===== src/rtl/dll_pkg.sv =====
package dll_pkg;

   // Defaults for the top level parameters
   localparam int CAPACITY_DEFAULT    = 16;
   localparam int VALUE_WIDTH_DEFAULT = 32;

   // Fixed port field widths
   localparam int ACTION_WIDTH = 2;
   localparam int DATA_WIDTH   = 32;
   localparam int STATUS_WIDTH = 3;
   localparam int COUNT_WIDTH  = 5;

   // Request actions
   typedef enum logic [ACTION_WIDTH-1:0] {
      ACT_PUSH_FRONT = 2'd0,
      ACT_PUSH_BACK  = 2'd1,
      ACT_DELETE     = 2'd2,
      ACT_LIST       = 2'd3
   } action_type;

   // Result status codes
   typedef enum logic [STATUS_WIDTH-1:0] {
      STAT_DONE      = 3'd0,
      STAT_FULL      = 3'd1,
      STAT_NOT_FOUND = 3'd2,
      STAT_ENTRY     = 3'd3,
      STAT_EMPTY     = 3'd4
   } status_type;

   // Sequencer states
   typedef enum logic [2:0] {
      S_IDLE,
      S_PUSH_LINK,
      S_WALK,
      S_DEL_PREV,
      S_DEL_NEXT,
      S_EMIT
   } state_type;

   // Per-field write enables of the node memory
   typedef struct packed {
      logic value_en;
      logic next_en;
      logic prev_en;
   } field_we_type;

endpackage


===== src/rtl/dll_node_mem.sv =====
module dll_node_mem #(
   parameter int DEPTH       = dll_pkg::CAPACITY_DEFAULT,
   parameter int VALUE_WIDTH = dll_pkg::VALUE_WIDTH_DEFAULT,
   parameter int INDEX_WIDTH = $clog2(DEPTH + 1)
) (
   input  logic                       clock,
   // write port, one entry, field enables
   input  dll_pkg::field_we_type      wr_we,
   input  logic [$clog2(DEPTH)-1:0]   wr_addr,
   input  logic [VALUE_WIDTH-1:0]     wr_value,
   input  logic [INDEX_WIDTH-1:0]     wr_next,
   input  logic [INDEX_WIDTH-1:0]     wr_prev,
   // read port, registered data
   input  logic                       rd_en,
   input  logic [$clog2(DEPTH)-1:0]   rd_addr,
   output logic [VALUE_WIDTH-1:0]     rd_value,
   output logic [INDEX_WIDTH-1:0]     rd_next,
   output logic [INDEX_WIDTH-1:0]     rd_prev
);

   // node pool: value, forward and backward link per entry
   logic [VALUE_WIDTH-1:0] value_mem [DEPTH];
   logic [INDEX_WIDTH-1:0] next_mem  [DEPTH];
   logic [INDEX_WIDTH-1:0] prev_mem  [DEPTH];

   logic [VALUE_WIDTH-1:0] rd_value_ff;
   logic [INDEX_WIDTH-1:0] rd_next_ff;
   logic [INDEX_WIDTH-1:0] rd_prev_ff;

   // write with field enables
   always_ff @(posedge clock) begin
      if (wr_we.value_en) begin
         value_mem[wr_addr] <= wr_value;
      end
      if (wr_we.next_en) begin
         next_mem[wr_addr] <= wr_next;
      end
      if (wr_we.prev_en) begin
         prev_mem[wr_addr] <= wr_prev;
      end
   end

   // read, data held until the next read
   always_ff @(posedge clock) begin
      if (rd_en) begin
         rd_value_ff <= value_mem[rd_addr];
         rd_next_ff  <= next_mem[rd_addr];
         rd_prev_ff  <= prev_mem[rd_addr];
      end
   end

   assign rd_value = rd_value_ff;
   assign rd_next  = rd_next_ff;
   assign rd_prev  = rd_prev_ff;

endmodule


===== src/rtl/dll_free_map.sv =====
module dll_free_map #(
   parameter int CAPACITY = dll_pkg::CAPACITY_DEFAULT
) (
   input  logic                          clock,
   input  logic                          reset,
   input  logic                          alloc_en,
   input  logic                          release_en,
   input  logic [$clog2(CAPACITY)-1:0]   release_idx,
   output logic [$clog2(CAPACITY)-1:0]   alloc_idx,
   output logic                          full
);

   localparam int AW = $clog2(CAPACITY);

   logic [CAPACITY-1:0] free_ff;
   logic [CAPACITY-1:0] free_in;
   logic [CAPACITY-1:0] lowest;
   logic [AW-1:0]       idx;

   // isolate lowest free slot, then encode the one-hot
   always_comb begin
      lowest = free_ff & (~free_ff + CAPACITY'(1));
      idx    = '0;
      for (int i = 0; i < CAPACITY; i++) begin
         if (lowest[i]) begin
            idx = idx | AW'(i);
         end
      end
   end

   assign alloc_idx = idx;
   assign full      = (free_ff == '0);

   // take and give back slots
   always_comb begin
      free_in = free_ff;
      if (alloc_en) begin
         free_in = free_in & ~lowest;
      end
      if (release_en) begin
         free_in[release_idx] = 1'b1;
      end
   end

   always_ff @(posedge clock) begin
      if (reset) begin
         free_ff <= '1;
      end else begin
         free_ff <= free_in;
      end
   end

endmodule


===== src/rtl/dll_rsp_reg.sv =====
module dll_rsp_reg (
   input  logic                                  clock,
   input  logic                                  reset,
   input  logic                                  load,
   input  dll_pkg::status_type                   load_status,
   input  logic signed [dll_pkg::DATA_WIDTH-1:0] load_value,
   input  logic                                  load_last,
   input  logic [dll_pkg::COUNT_WIDTH-1:0]       load_count,
   output logic                                  slot_free,
   input  logic                                  rsp_stall,
   output logic                                  rsp_valid,
   output logic [dll_pkg::STATUS_WIDTH-1:0]      rsp_status,
   output logic signed [dll_pkg::DATA_WIDTH-1:0] rsp_item_value,
   output logic                                  rsp_is_last,
   output logic [dll_pkg::COUNT_WIDTH-1:0]       rsp_entry_count
);

   logic                                  valid_ff;
   logic                                  valid_in;
   dll_pkg::status_type                   status_ff;
   logic signed [dll_pkg::DATA_WIDTH-1:0] value_ff;
   logic                                  last_ff;
   logic [dll_pkg::COUNT_WIDTH-1:0]       count_ff;

   // slot can take a new item when empty or being drained this cycle
   assign slot_free = !valid_ff || !rsp_stall;

   always_comb begin
      valid_in = valid_ff;
      if (load) begin
         valid_in = 1'b1;
      end else if (!rsp_stall) begin
         valid_in = 1'b0;
      end
   end

   always_ff @(posedge clock) begin
      if (reset) begin
         valid_ff <= 1'b0;
      end else begin
         valid_ff <= valid_in;
      end
   end

   // payload, no reset
   always_ff @(posedge clock) begin
      if (load) begin
         status_ff <= load_status;
         value_ff  <= load_value;
         last_ff   <= load_last;
         count_ff  <= load_count;
      end
   end

   assign rsp_valid       = valid_ff;
   assign rsp_status      = status_ff;
   assign rsp_item_value  = value_ff;
   assign rsp_is_last     = last_ff;
   assign rsp_entry_count = count_ff;

endmodule


===== src/rtl/doubly_linked_list_manager_core.sv =====
// Channel   | Direction | Handshake          | Payload
// req       | in        | req_valid/req_stall | req_action, req_operand_value
// rsp       | out       | rsp_valid/rsp_stall | rsp_status, rsp_item_value,
//           |           |                     | rsp_is_last, rsp_entry_count
//
// One item at a time. Push: write the new node, then rewrite a neighbor link
// if the list was not empty. Delete: visit one node per read, paced by the single
// read port of the node memory, and on a hit relink the previous and next nodes.
// List: one entry per node read; empty goes straight to the result, as for a delete.
// Synchronous reset clears free map, head, tail, count and control; the node
// memory is not cleared. A stalled rsp pauses the list walk in place.
module doubly_linked_list_manager_core #(
   parameter int CAPACITY    = dll_pkg::CAPACITY_DEFAULT,
   parameter int VALUE_WIDTH = dll_pkg::VALUE_WIDTH_DEFAULT
) (
   input  logic                                  clock,
   input  logic                                  reset,
   input  logic                                  req_valid,
   output logic                                  req_stall,
   input  logic [dll_pkg::ACTION_WIDTH-1:0]      req_action,
   input  logic signed [dll_pkg::DATA_WIDTH-1:0] req_operand_value,
   output logic                                  rsp_valid,
   input  logic                                  rsp_stall,
   output logic [dll_pkg::STATUS_WIDTH-1:0]      rsp_status,
   output logic signed [dll_pkg::DATA_WIDTH-1:0] rsp_item_value,
   output logic                                  rsp_is_last,
   output logic [dll_pkg::COUNT_WIDTH-1:0]       rsp_entry_count
);

   localparam int IW = $clog2(CAPACITY + 1);
   localparam int AW = $clog2(CAPACITY);
   localparam logic [IW-1:0] NULL_IDX = IW'(CAPACITY);

   dll_pkg::state_type  state_ff, state_in;
   dll_pkg::action_type action_ff, action_in;
   dll_pkg::status_type pend_ff, pend_in;
   logic [VALUE_WIDTH-1:0] key_ff, key_in;
   logic [IW-1:0] head_ff, head_in;
   logic [IW-1:0] tail_ff, tail_in;
   logic [IW-1:0] length_ff, length_in;
   logic [IW-1:0] node_ff, node_in;
   logic [IW-1:0] nbr_ff, nbr_in;
   logic [IW-1:0] cur_ff, cur_in;
   logic [IW-1:0] steps_ff, steps_in;
   logic [IW-1:0] prev_ff, prev_in;
   logic [IW-1:0] next_ff, next_in;

   dll_pkg::action_type    req_act;
   logic [VALUE_WIDTH-1:0] req_key;
   logic                   req_accept;
   logic                   req_push;
   logic                   req_front;
   logic [IW-1:0]          req_nbr;

   // memory ports
   dll_pkg::field_we_type  wr_we;
   logic [AW-1:0]          wr_addr;
   logic [VALUE_WIDTH-1:0] wr_value;
   logic [IW-1:0]          wr_next;
   logic [IW-1:0]          wr_prev;
   logic                   rd_en;
   logic [AW-1:0]          rd_addr;
   logic [VALUE_WIDTH-1:0] rd_value;
   logic [IW-1:0]          rd_next;
   logic [IW-1:0]          rd_prev;

   // free map ports
   logic                   alloc_en;
   logic                   release_en;
   logic [AW-1:0]          alloc_idx;
   logic                   pool_full;

   // result register ports
   logic                                  out_load;
   dll_pkg::status_type                   out_status;
   logic signed [dll_pkg::DATA_WIDTH-1:0] out_value;
   logic                                  out_last;
   logic                                  slot_free;

   logic walk_match;
   logic walk_end;

   // request decode
   assign req_stall  = (state_ff != dll_pkg::S_IDLE);
   assign req_accept = req_valid && !req_stall;
   assign req_act    = dll_pkg::action_type'(req_action);
   assign req_key    = VALUE_WIDTH'(req_operand_value);
   assign req_push   = (req_act == dll_pkg::ACT_PUSH_FRONT) ||
                       (req_act == dll_pkg::ACT_PUSH_BACK);
   assign req_front  = (req_act == dll_pkg::ACT_PUSH_FRONT);
   assign req_nbr    = req_front ? head_ff : tail_ff;

   // walk status on the node just read
   assign walk_match = (rd_value == key_ff);
   assign walk_end   = (rd_next == NULL_IDX) || (steps_ff == IW'(CAPACITY));

   // next state
   always_comb begin
      state_in = state_ff;
      unique case (state_ff)
         dll_pkg::S_IDLE: begin
            if (req_accept) begin
               if (req_push) begin
                  if (pool_full || req_nbr == NULL_IDX) begin
                     state_in = dll_pkg::S_EMIT;
                  end else begin
                     state_in = dll_pkg::S_PUSH_LINK;
                  end
               end else if (head_ff == NULL_IDX) begin
                  state_in = dll_pkg::S_EMIT;
               end else begin
                  state_in = dll_pkg::S_WALK;
               end
            end
         end
         dll_pkg::S_PUSH_LINK: begin
            state_in = dll_pkg::S_EMIT;
         end
         dll_pkg::S_WALK: begin
            if (action_ff == dll_pkg::ACT_DELETE) begin
               if (walk_match) begin
                  state_in = dll_pkg::S_DEL_PREV;
               end else if (walk_end) begin
                  state_in = dll_pkg::S_EMIT;
               end
            end else if (slot_free && walk_end) begin
               state_in = dll_pkg::S_IDLE;
            end
         end
         dll_pkg::S_DEL_PREV: begin
            state_in = dll_pkg::S_DEL_NEXT;
         end
         dll_pkg::S_DEL_NEXT: begin
            state_in = dll_pkg::S_EMIT;
         end
         dll_pkg::S_EMIT: begin
            if (slot_free) begin
               state_in = dll_pkg::S_IDLE;
            end
         end
         default: begin
            state_in = dll_pkg::S_IDLE;
         end
      endcase
   end

   // datapath control per state
   always_comb begin
      action_in  = action_ff;
      pend_in    = pend_ff;
      key_in     = key_ff;
      head_in    = head_ff;
      tail_in    = tail_ff;
      length_in  = length_ff;
      node_in    = node_ff;
      nbr_in     = nbr_ff;
      cur_in     = cur_ff;
      steps_in   = steps_ff;
      prev_in    = prev_ff;
      next_in    = next_ff;
      wr_we      = '0;
      wr_addr    = alloc_idx;
      wr_value   = req_key;
      wr_next    = NULL_IDX;
      wr_prev    = NULL_IDX;
      rd_en      = 1'b0;
      rd_addr    = head_ff[AW-1:0];
      alloc_en   = 1'b0;
      release_en = 1'b0;
      out_load   = 1'b0;
      out_status = pend_ff;
      out_value  = '0;
      out_last   = 1'b1;

      unique case (state_ff)
         dll_pkg::S_IDLE: begin
            if (req_accept) begin
               action_in = req_act;
               key_in    = req_key;
               if (req_push) begin
                  if (pool_full) begin
                     pend_in = dll_pkg::STAT_FULL;
                  end else begin
                     // new node written in full at the lowest free slot
                     alloc_en = 1'b1;
                     wr_we    = '{value_en: 1'b1, next_en: 1'b1, prev_en: 1'b1};
                     wr_next  = req_front ? head_ff : NULL_IDX;
                     wr_prev  = req_front ? NULL_IDX : tail_ff;
                     node_in  = IW'(alloc_idx);
                     nbr_in   = req_nbr;
                     if (req_front) begin
                        head_in = IW'(alloc_idx);
                        if (head_ff == NULL_IDX) begin
                           tail_in = IW'(alloc_idx);
                        end
                     end else begin
                        tail_in = IW'(alloc_idx);
                        if (tail_ff == NULL_IDX) begin
                           head_in = IW'(alloc_idx);
                        end
                     end
                     length_in = length_ff + IW'(1);
                     pend_in   = dll_pkg::STAT_DONE;
                  end
               end else if (head_ff == NULL_IDX) begin
                  pend_in = (req_act == dll_pkg::ACT_DELETE) ?
                            dll_pkg::STAT_NOT_FOUND : dll_pkg::STAT_EMPTY;
               end else begin
                  rd_en    = 1'b1;
                  rd_addr  = head_ff[AW-1:0];
                  cur_in   = head_ff;
                  steps_in = IW'(1);
               end
            end
         end
         dll_pkg::S_PUSH_LINK: begin
            // old head gets a back link, or old tail a forward link
            wr_addr = nbr_ff[AW-1:0];
            wr_next = node_ff;
            wr_prev = node_ff;
            if (action_ff == dll_pkg::ACT_PUSH_FRONT) begin
               wr_we.prev_en = 1'b1;
            end else begin
               wr_we.next_en = 1'b1;
            end
         end
         dll_pkg::S_WALK: begin
            if (action_ff == dll_pkg::ACT_DELETE) begin
               if (walk_match) begin
                  prev_in = rd_prev;
                  next_in = rd_next;
               end else if (walk_end) begin
                  pend_in = dll_pkg::STAT_NOT_FOUND;
               end else begin
                  rd_en    = 1'b1;
                  rd_addr  = rd_next[AW-1:0];
                  cur_in   = rd_next;
                  steps_in = steps_ff + IW'(1);
               end
            end else if (slot_free) begin
               // list: one entry per cycle while the result slot drains
               out_load   = 1'b1;
               out_status = dll_pkg::STAT_ENTRY;
               out_value  = dll_pkg::DATA_WIDTH'($signed(rd_value));
               out_last   = walk_end;
               if (!walk_end) begin
                  rd_en    = 1'b1;
                  rd_addr  = rd_next[AW-1:0];
                  cur_in   = rd_next;
                  steps_in = steps_ff + IW'(1);
               end
            end
         end
         dll_pkg::S_DEL_PREV: begin
            release_en = 1'b1;
            if (length_ff != '0) begin
               length_in = length_ff - IW'(1);
            end
            wr_addr = prev_ff[AW-1:0];
            wr_next = next_ff;
            if (prev_ff != NULL_IDX) begin
               wr_we.next_en = 1'b1;
            end else begin
               head_in = next_ff;
            end
         end
         dll_pkg::S_DEL_NEXT: begin
            wr_addr = next_ff[AW-1:0];
            wr_prev = prev_ff;
            if (next_ff != NULL_IDX) begin
               wr_we.prev_en = 1'b1;
            end else begin
               tail_in = prev_ff;
            end
            pend_in = dll_pkg::STAT_DONE;
         end
         dll_pkg::S_EMIT: begin
            out_load = slot_free;
         end
         default: begin
         end
      endcase
   end

   // control state
   always_ff @(posedge clock) begin
      if (reset) begin
         state_ff  <= dll_pkg::S_IDLE;
         head_ff   <= NULL_IDX;
         tail_ff   <= NULL_IDX;
         length_ff <= '0;
      end else begin
         state_ff  <= state_in;
         head_ff   <= head_in;
         tail_ff   <= tail_in;
         length_ff <= length_in;
      end
   end

   // per-request working registers
   always_ff @(posedge clock) begin
      action_ff <= action_in;
      pend_ff   <= pend_in;
      key_ff    <= key_in;
      node_ff   <= node_in;
      nbr_ff    <= nbr_in;
      cur_ff    <= cur_in;
      steps_ff  <= steps_in;
      prev_ff   <= prev_in;
      next_ff   <= next_in;
   end

   dll_node_mem #(
      .DEPTH       (CAPACITY),
      .VALUE_WIDTH (VALUE_WIDTH),
      .INDEX_WIDTH (IW)
   ) u_node_mem (
      .clock    (clock),
      .wr_we    (wr_we),
      .wr_addr  (wr_addr),
      .wr_value (wr_value),
      .wr_next  (wr_next),
      .wr_prev  (wr_prev),
      .rd_en    (rd_en),
      .rd_addr  (rd_addr),
      .rd_value (rd_value),
      .rd_next  (rd_next),
      .rd_prev  (rd_prev)
   );

   dll_free_map #(
      .CAPACITY (CAPACITY)
   ) u_free_map (
      .clock       (clock),
      .reset       (reset),
      .alloc_en    (alloc_en),
      .release_en  (release_en),
      .release_idx (cur_ff[AW-1:0]),
      .alloc_idx   (alloc_idx),
      .full        (pool_full)
   );

   dll_rsp_reg u_rsp_reg (
      .clock           (clock),
      .reset           (reset),
      .load            (out_load),
      .load_status     (out_status),
      .load_value      (out_value),
      .load_last       (out_last),
      .load_count      (dll_pkg::COUNT_WIDTH'(length_ff)),
      .slot_free       (slot_free),
      .rsp_stall       (rsp_stall),
      .rsp_valid       (rsp_valid),
      .rsp_status      (rsp_status),
      .rsp_item_value  (rsp_item_value),
      .rsp_is_last     (rsp_is_last),
      .rsp_entry_count (rsp_entry_count)
   );

endmodule


===== config.mk =====
export PLATFORM = sky130hd
export DESIGN_NAME = doubly_linked_list_manager_core
export DESIGN_NICKNAME = d
export VERILOG_FILES = /design/src/rtl/dll_pkg.sv /design/src/rtl/dll_node_mem.sv /design/src/rtl/dll_free_map.sv /design/src/rtl/dll_rsp_reg.sv /design/src/rtl/doubly_linked_list_manager_core.sv
export SDC_FILE = /design/constraint.sdc
export NUM_CORES = 1
export LEC_CHECK = 0
export ABC_CLOCK_PERIOD_IN_PS = 6200
export BUFFER_PORTS_ARGS = -buffer_cell sky130_fd_sc_hd__buf_2
export CAP_MARGIN = 5
export CORE_MARGIN = 3
export CORE_UTILIZATION = 53
export DETAILED_ROUTE_END_ITERATION = 7
export HOLD_SLACK_MARGIN = 0.03
export PLACE_DENSITY_LB_ADDON = 0.3
export RECOVER_POWER = 100
export SYNTH_ARGS = -nofsm -noshare
export SYNTH_HDL_FRONTEND = slang
export SYNTH_HIERARCHICAL = 1
export SYNTH_SLANG_ARGS = --single-unit

===== constraint.sdc =====
create_clock -name clock -period 6.2 [get_ports clock]
set_clock_uncertainty 0.2 [all_clocks]
set_input_delay 0.31 -clock clock [delete_from_list [all_inputs] [get_ports clock]]
set_output_delay 0.31 -clock clock [all_outputs]
set_load 0.02 [all_outputs]

## Word level (Yosys, flattened, before mapping)

Memory sizes are Yosys's and may differ from the RTL's. A register that Yosys moved wholly into a read port is not among the register bits.
Index checks and enable logic that the tools add are counted.

| storage, ports and cells | value |
|---|---|
| bits in registers | 141 |
| logic and storage cells | 230 |
| RAM bits | 672 |
| input bits | 38 |
| memories kept | 3 |

| operators by class | value |
|---|---|
| reduce and logical (&&, ||, !) cells | 31 |
| multiplexer cells | 127 |
| bitwise operators | 8 |
| order comparisons | 2 |
| add/sub/neg operators | 4 |
| eq/ne operators | 36 |

Memories:

| name | depth | bits a word | rd ports | clocked after Yosys merged registers in | write ports | line | RTL |
|---|---|---|---|---|---|---|---|
| u_node_mem.value_mem | 16 | 32 | 1 | 1 | 1 | dll_node_mem.sv:22 | `logic [VALUE_WIDTH-1:0] value_mem [DEPTH];` |
| u_node_mem.next_mem | 16 | 5 | 1 | 1 | 1 | dll_node_mem.sv:23 | `logic [INDEX_WIDTH-1:0] next_mem [DEPTH];` |
| u_node_mem.prev_mem | 16 | 5 | 1 | 1 | 1 | dll_node_mem.sv:24 | `logic [INDEX_WIDTH-1:0] prev_mem [DEPTH];` |

Operator list:

| operator | count |
|---|---|
| $mux 5 | 39 |
| $mux 3 | 26 |
| $mux 4 | 13 |
| $pmux 5 s2 | 5 |
| $and 16x16->16 | 2 |
| $eq 32x32->1 | 1 |
| $mux 16 | 2 |
| $not 16->16 | 2 |
| $mux 1 | 30 |
| $pmux 5 s3 | 2 |
| $eq 5x5->1 const B | 5 |
| $ne 2x2->1 const B | 12 |
| $reduce_and 6->1 | 4 |
| $ne 3x3->1 const B | 6 |
| $add 16x1->16 const B | 1 |
| $logic_not 16->1 | 1 |
| $or 16x16->16 | 1 |
| $pmux 3 s5 | 1 |
| $pmux 4 s3 | 1 |
| $add 5x1->5 const B | 2 |
| $ne 5x5->1 const B | 2 |
| $pmux 3 s3 | 1 |
| $reduce_and 4->1 | 2 |
| $eq 3x2->1 const B | 2 |
| other kinds (27) | 45 |

## Depth between registers and ports, before layout

| logic depth | value |
|---|---|
| depth after elaboration | 24 |
| gate-level depth with buffers | 13 |
| gate-level depth less buffers | 10 |

## By module

The synthesis kept the hierarchy.

Modules (own cells, without submodules):

| module | area an instance (um^2) | instances | cells an instance |
|---|---|---|---|
| dll_node_mem | 26649.3 | 1 | 1140 |
| doubly_linked_list_manager_core | 4541.9 | 1 | 424 |
| dll_rsp_reg | 1263.7 | 1 | 45 |
| dll_free_map | 872.1 | 1 | 106 |

## Least setup slack after synthesis

No wires, ideal clock.

| timing path | value |
|---|---|
| path type | reg2reg |
| start point | register state_ff[1] |
| end point | register u_rsp_reg.count_ff, in the netlist u_rsp_reg/rsp_entry_count[0] (enable) |
| cell stages (with the launch flop) | 6 |
| clock period less this slack | 4.725 ns |
| data arrival time | 4.020 ns |
| path slack | 1.475 ns |
| cell sequence | dfxtp_1 buf_4 nor2b_1 clkbuf_1 nand2_1 a21boi_0 |

| between the ends | value |
|---|---|
| cells in the longest elaborated chain, start to end | 2 |

Ends and longest elaborated chain:

| element | line | RTL |
|---|---|---|
| from (decl) | doubly_linked_list_manager_core.sv:34 | `dll_pkg::state_type state_ff, state_in;` |
| from (signal assigned) | doubly_linked_list_manager_core.sv:288 | `state_ff <= dll_pkg::S_IDLE;` |
| from (signal assigned) | doubly_linked_list_manager_core.sv:293 | `state_ff <= state_in;` |
| $eq 3x3->1 / $eq 3x2->1 (equally long branches) | doubly_linked_list_manager_core.sv:175 | `unique case (state_ff)` |
| $pmux 1 s2 (*) | doubly_linked_list_manager_core.sv:175 |  |
| named net out_load | doubly_linked_list_manager_core.sv:74 | `logic out_load;` |
| to (signal assigned) | dll_rsp_reg.sv:51 | `count_ff <= load_count;` |
| to (decl) | dll_rsp_reg.sv:23 | `logic [dll_pkg::COUNT_WIDTH-1:0] count_ff;` |

The timed path passes the listed nets; every way through them passes the cells marked *.
A chain may end at the register's enable or synchronous reset.

## Worst setup path after layout

| timing path | value |
|---|---|
| start point | register state_ff[2] |
| end point | memory u_node_mem/value_mem[0][7] in the netlist's numbering (enable) |

RTL lines:

| element | line | RTL |
|---|---|---|
| $eq 3x3->1 (tied with other cells) | doubly_linked_list_manager_core.sv:175 |  |
| $pmux 4 s3 (*) | doubly_linked_list_manager_core.sv:175 |  |
| named net wr_addr[0] | doubly_linked_list_manager_core.sv:57 | `logic [AW-1:0] wr_addr;` |
| to (decl) | dll_node_mem.sv:22 |  |

Marked as above.

==> metrics.md <==
| Metric | Value |
|---|---|
| Status | finished, violations left |
| Failing checks | capacitance limit, slew limit |
| Die width | 257 um |
| GR Util All Layers | between 20% and 30% |
| Post-DRT Antenna Nets | 0 |
| CORE AREA | 61900 sq um |
| Yosys top cell area share | 73.8% |
| Req. time, crit path | 6260 ps |
| Max Used Layer | met5 |
| TritonCTS clock tree | yes |
| Aggregate routed wire length | 76600 um |
| Worst endpoint data arrival time | 5820 ps |
| Period utilization | 93.0% |
| Worst slack, placed | approximately 970 ps |
| Synth area leader | edfxtp_1 |
| #FFs+latches synth | 854 |
| Gr ovfl total | 0 |
| Crit-path cells | clkbuf_1 > nor2b_1 > mux2i_1 > o21ai_0 > or2_0 > nor2_1 > clkbuf_2 |
| VDD IR max | about 240 uV |
| WL/cell | 27.5 um |
| HPWL Detailed | 44000 um |
| Power density over cell area | between 400 and 500 nW/um^2 |
| Syn Area/Cell | roughly 19 sq um |
| Setup ws final | ~430 ps |
| RSZ-0062 raised after global routing | no |
| P_leak | 11.8 nW |
| Ant diodes | 0 |
| Clk slew on worst S/H paths | 60 ps |
| GP Congestion | 0.827 |
| Final slew viol count | 141 |
| FMAX | 173 MHz |
| Initial DRT Pass Iterations | 6 |
| Initial DRC count | a little over 2000 |
| Register area share after synthesis | 75.9% |
| Placed cell count | about 2600 |
| Met3 Wirelength | between 6000 and 7000 um |
| Origin of the critical flop-to-flop path | state_ff[2]$_SDFFE_PP0P_ |
| Crit path max-delay cell type | nor2_1 |
| # setup viols final | 0 |
| Net count after synthesis | 1759 |
| R2r setup slk | approximately 430 ps |
| Vias in the first global route | 17600 |
| Max Root-Sink Buffers | 3 |
| Async SR Flop Fraction | 0% |
| Final instance area | 37800 sq um |
| Final Non-Filler Cells | 2788 |
| Antenna violations before repair | 4 |
| Min Tclk post-route | 5770 ps |
| Routed met1 length | 30500 um |
| Die height | 257 um |
| PortBufs | 80 |
| Post-synth EDFFs | 819 |
| Critical Path Fanout Max | 28 |
| Hold slack | 122 ps |
| First-pass GRT wire length | between 100000 and 150000 um |
| Num rows | 91 |
| Ports | 81 |
| Placed cell areas | roughly 35000 sq um |
| R2R cell count | 7 |
| Skew-Pair Late Insertion Delay | 640 ps |
| Commonest cells in the netlist | edfxtp_1, mux4_2, nand2_1, nor2_1, a22oi_1 |
| Most common cell in the netlist | edfxtp_1 |
| Worst Setup End Kind | flop |
| Post-DR vias/cell | about 6.3 |
| Ys flop type | edfxtp_1 |
| Fill cells | 4434 |
| Met2 WL | 37600 um |
| Crit path buf inv count | 2 |
| Root buf cell | clkbuf_16 |
| Nets | just under 2000 |
| Sum Neg Setup Slack | 0 ps |
| Hold path depth | 3 |
| Max Cap Viol | 8 |
| Total CTS buffers | 86 |
| Levels on crit path | 7 |
| Pin count of the biggest net entering global routing | 66 |
| Clock sink total | roughly 850 |
| Area contributors post-synth | edfxtp_1, mux4_2, dfxtp_1 |
| Post_cts resized | 0 |
| CTS H-tree depth | 3 |
| Post-synthesis cell count | 1715 |
| Drt drc | 0 |
| Yosys cell types | 73 |
| Worst slew pin tran | between 3000 and 4000 ps |
| Worst r2r dst | u_node_mem/value_mem[0][7]$_DFFE_PP_ |
| Worst min-delay path class | input port to flop |
| Yosys warning total | 6 |
| Vias | 17500 |
| Worst path max stage delay | ~1700 ps |
| Hold_sp | req_valid |
| Initial core utilization | between 50 and 60% |
| CP Class | flop to flop |
| Setup crit start kind | flop |
| Slew headroom | -130% |
| CP delay by family, top | simple AND/OR/NAND/NOR gates |
| Syn-to-layout area delta | 13.5% |
| Die area | around 66000 sq um |
| Endpoint, Worst Hold | pend_ff[0]$_DFFE_PP_ |
| Share of post-route cells with drive strength above 1 | 18.7% |
| Final hold vios | 0 |
| Netlist Area Pre-Place | approximately 33000 sq um |
-- worst max-delay path by stage --
stage | start | to | slack (ps)
after CTS | u_node_mem/rd_value[25]$_DFFE_PP_ | u_node_mem/rd_value[15]$_DFFE_PP_ | 930
after floorplan | state_ff[1]$_SDFFE_PP0P_ | u_rsp_reg/rsp_entry_count[0]$_DFFE_PP_ | 1470
final | state_ff[2]$_SDFFE_PP0P_ | u_node_mem/value_mem[0][7]$_DFFE_PP_ | 430
after global placement | u_node_mem/rd_value[28]$_DFFE_PP_ | u_node_mem/rd_value[15]$_DFFE_PP_ | 990
after global routing | u_free_map/free_ff[8]$_SDFF_PP1_ | u_node_mem/value_mem[6][9]$_DFFE_PP_ | 180
after detailed placement | u_node_mem/rd_value[28]$_DFFE_PP_ | u_node_mem/rd_value[15]$_DFFE_PP_ | 970
-- placed cells by master (no fill, tap or decap), types with 5 or more instances in the layout --
cell type      synthesis  layout
nand2b_1              10      10
buf_12                 0       8
bufinv_16              0      11
mux2i_1               14      14
a22oi_1               84      84
nand4_1               12      12
and2_1                40      14
clkbuf_16              0      86
nor2b_1               11       9
inv_1                 16      18
clkbuf_2               1      14
clkbuf_1              43     100
nand2_1              116     116
edfxtp_1             819     819
nor3b_1                7       7
clkinv_1               0      18
ha_1                   5       5
and2_0                 1      26
nor2_1                93      86
xnor2_1               36      36
nand3_1                6       6
inv_6                  0       5
mux2_2                10      10
nor3_1                 6       6
o21ai_0               26      29
nor4_1                 8      10
dlygate4sd3_1          0      37
clkbuf_8               0       5
clkinv_2               0      16
a221o_1               15      15
mux4_2               168     168
a21oi_1               15      16
dfxtp_1               35      35
and3_1                 5       5
buf_4                  4       7
-- logic make-up after synthesis --
family	share of synthesized area, %
AO/OA/AOI/OAI	4.22
adder cells (fa/ha/maj)	0.248
buffers and inverters	1.54
XOR/XNOR	1.05
AND/OR/NAND/NOR	4.94
multiplexers	12.1
flip-flops	75.9
-- what timing repair did --
action,4_1_cts,5_1_grt
endpoints found under the setup margin,0,0
buffers inserted,0,0
hold buffers,37,0
endpoints found under the hold margin,559,0
-- metal layers --
layer	GRT usage (%)	vias to the layer above
met1	32.9	9135
met3	4.85	150
li1	-	7307
met2	37.5	868
met4	7.39	4
met5	0	-
-- metrics by stage --
step | util (%) | power [mW]
floorplan | - | 9.42
global placement | 56.5 | 10.4
detailed placement | 56.5 | 10.5
CTS | 61.7 | 15.7
global route | 61.1 | 16.1
finish | 61.1 | 15.5
-- power breakdown --
part / switching, mW / internal [mW]
registers: 0.210 / 7.02
clock network: 2.15 / 3.08
logic: 1.92 / 1.16
total: 4.28 / 11.3
-- state kept, by name, summed over array words and instances, names as in the netlist, 16 cells and up --
| signal | flops |
|---|---|
| u_node_mem/rd_value | 32 |
| key_ff | 32 |
| u_node_mem/value_mem | 512 |
| u_node_mem/prev_mem | 80 |
| u_rsp_reg/rsp_item_value | 32 |
| u_node_mem/next_mem | 80 |
| u_free_map/free_ff | 16 |
-- worst reg2reg max path, stage by stage, from the launching register on --
cell,delay [ps]
dfxtp_1,310
clkbuf_1,770
nor2b_1,640
mux2i_1,240
o21ai_0,190
or2_0,700
nor2_1,1690
clkbuf_2,650
-- final cells by class --
| cell class | instances | area [sq um] | share of cell area [%] |
|---|---|---|---|
| clock buffer | 102 | 2260 | 5.98 |
| clock inverter | 56 | 603 | 1.59 |
| inverter | 18 | 67.6 | 0.179 |
| multi-input combinational | 761 | 7520 | 19.9 |
| sequential | 854 | 25300 | 66.9 |
| tap | 837 | 1050 | 2.77 |
| timing repair buffer | 160 | 1020 | 2.69 |
Note: power is estimated with default switching activity, not from simulation.
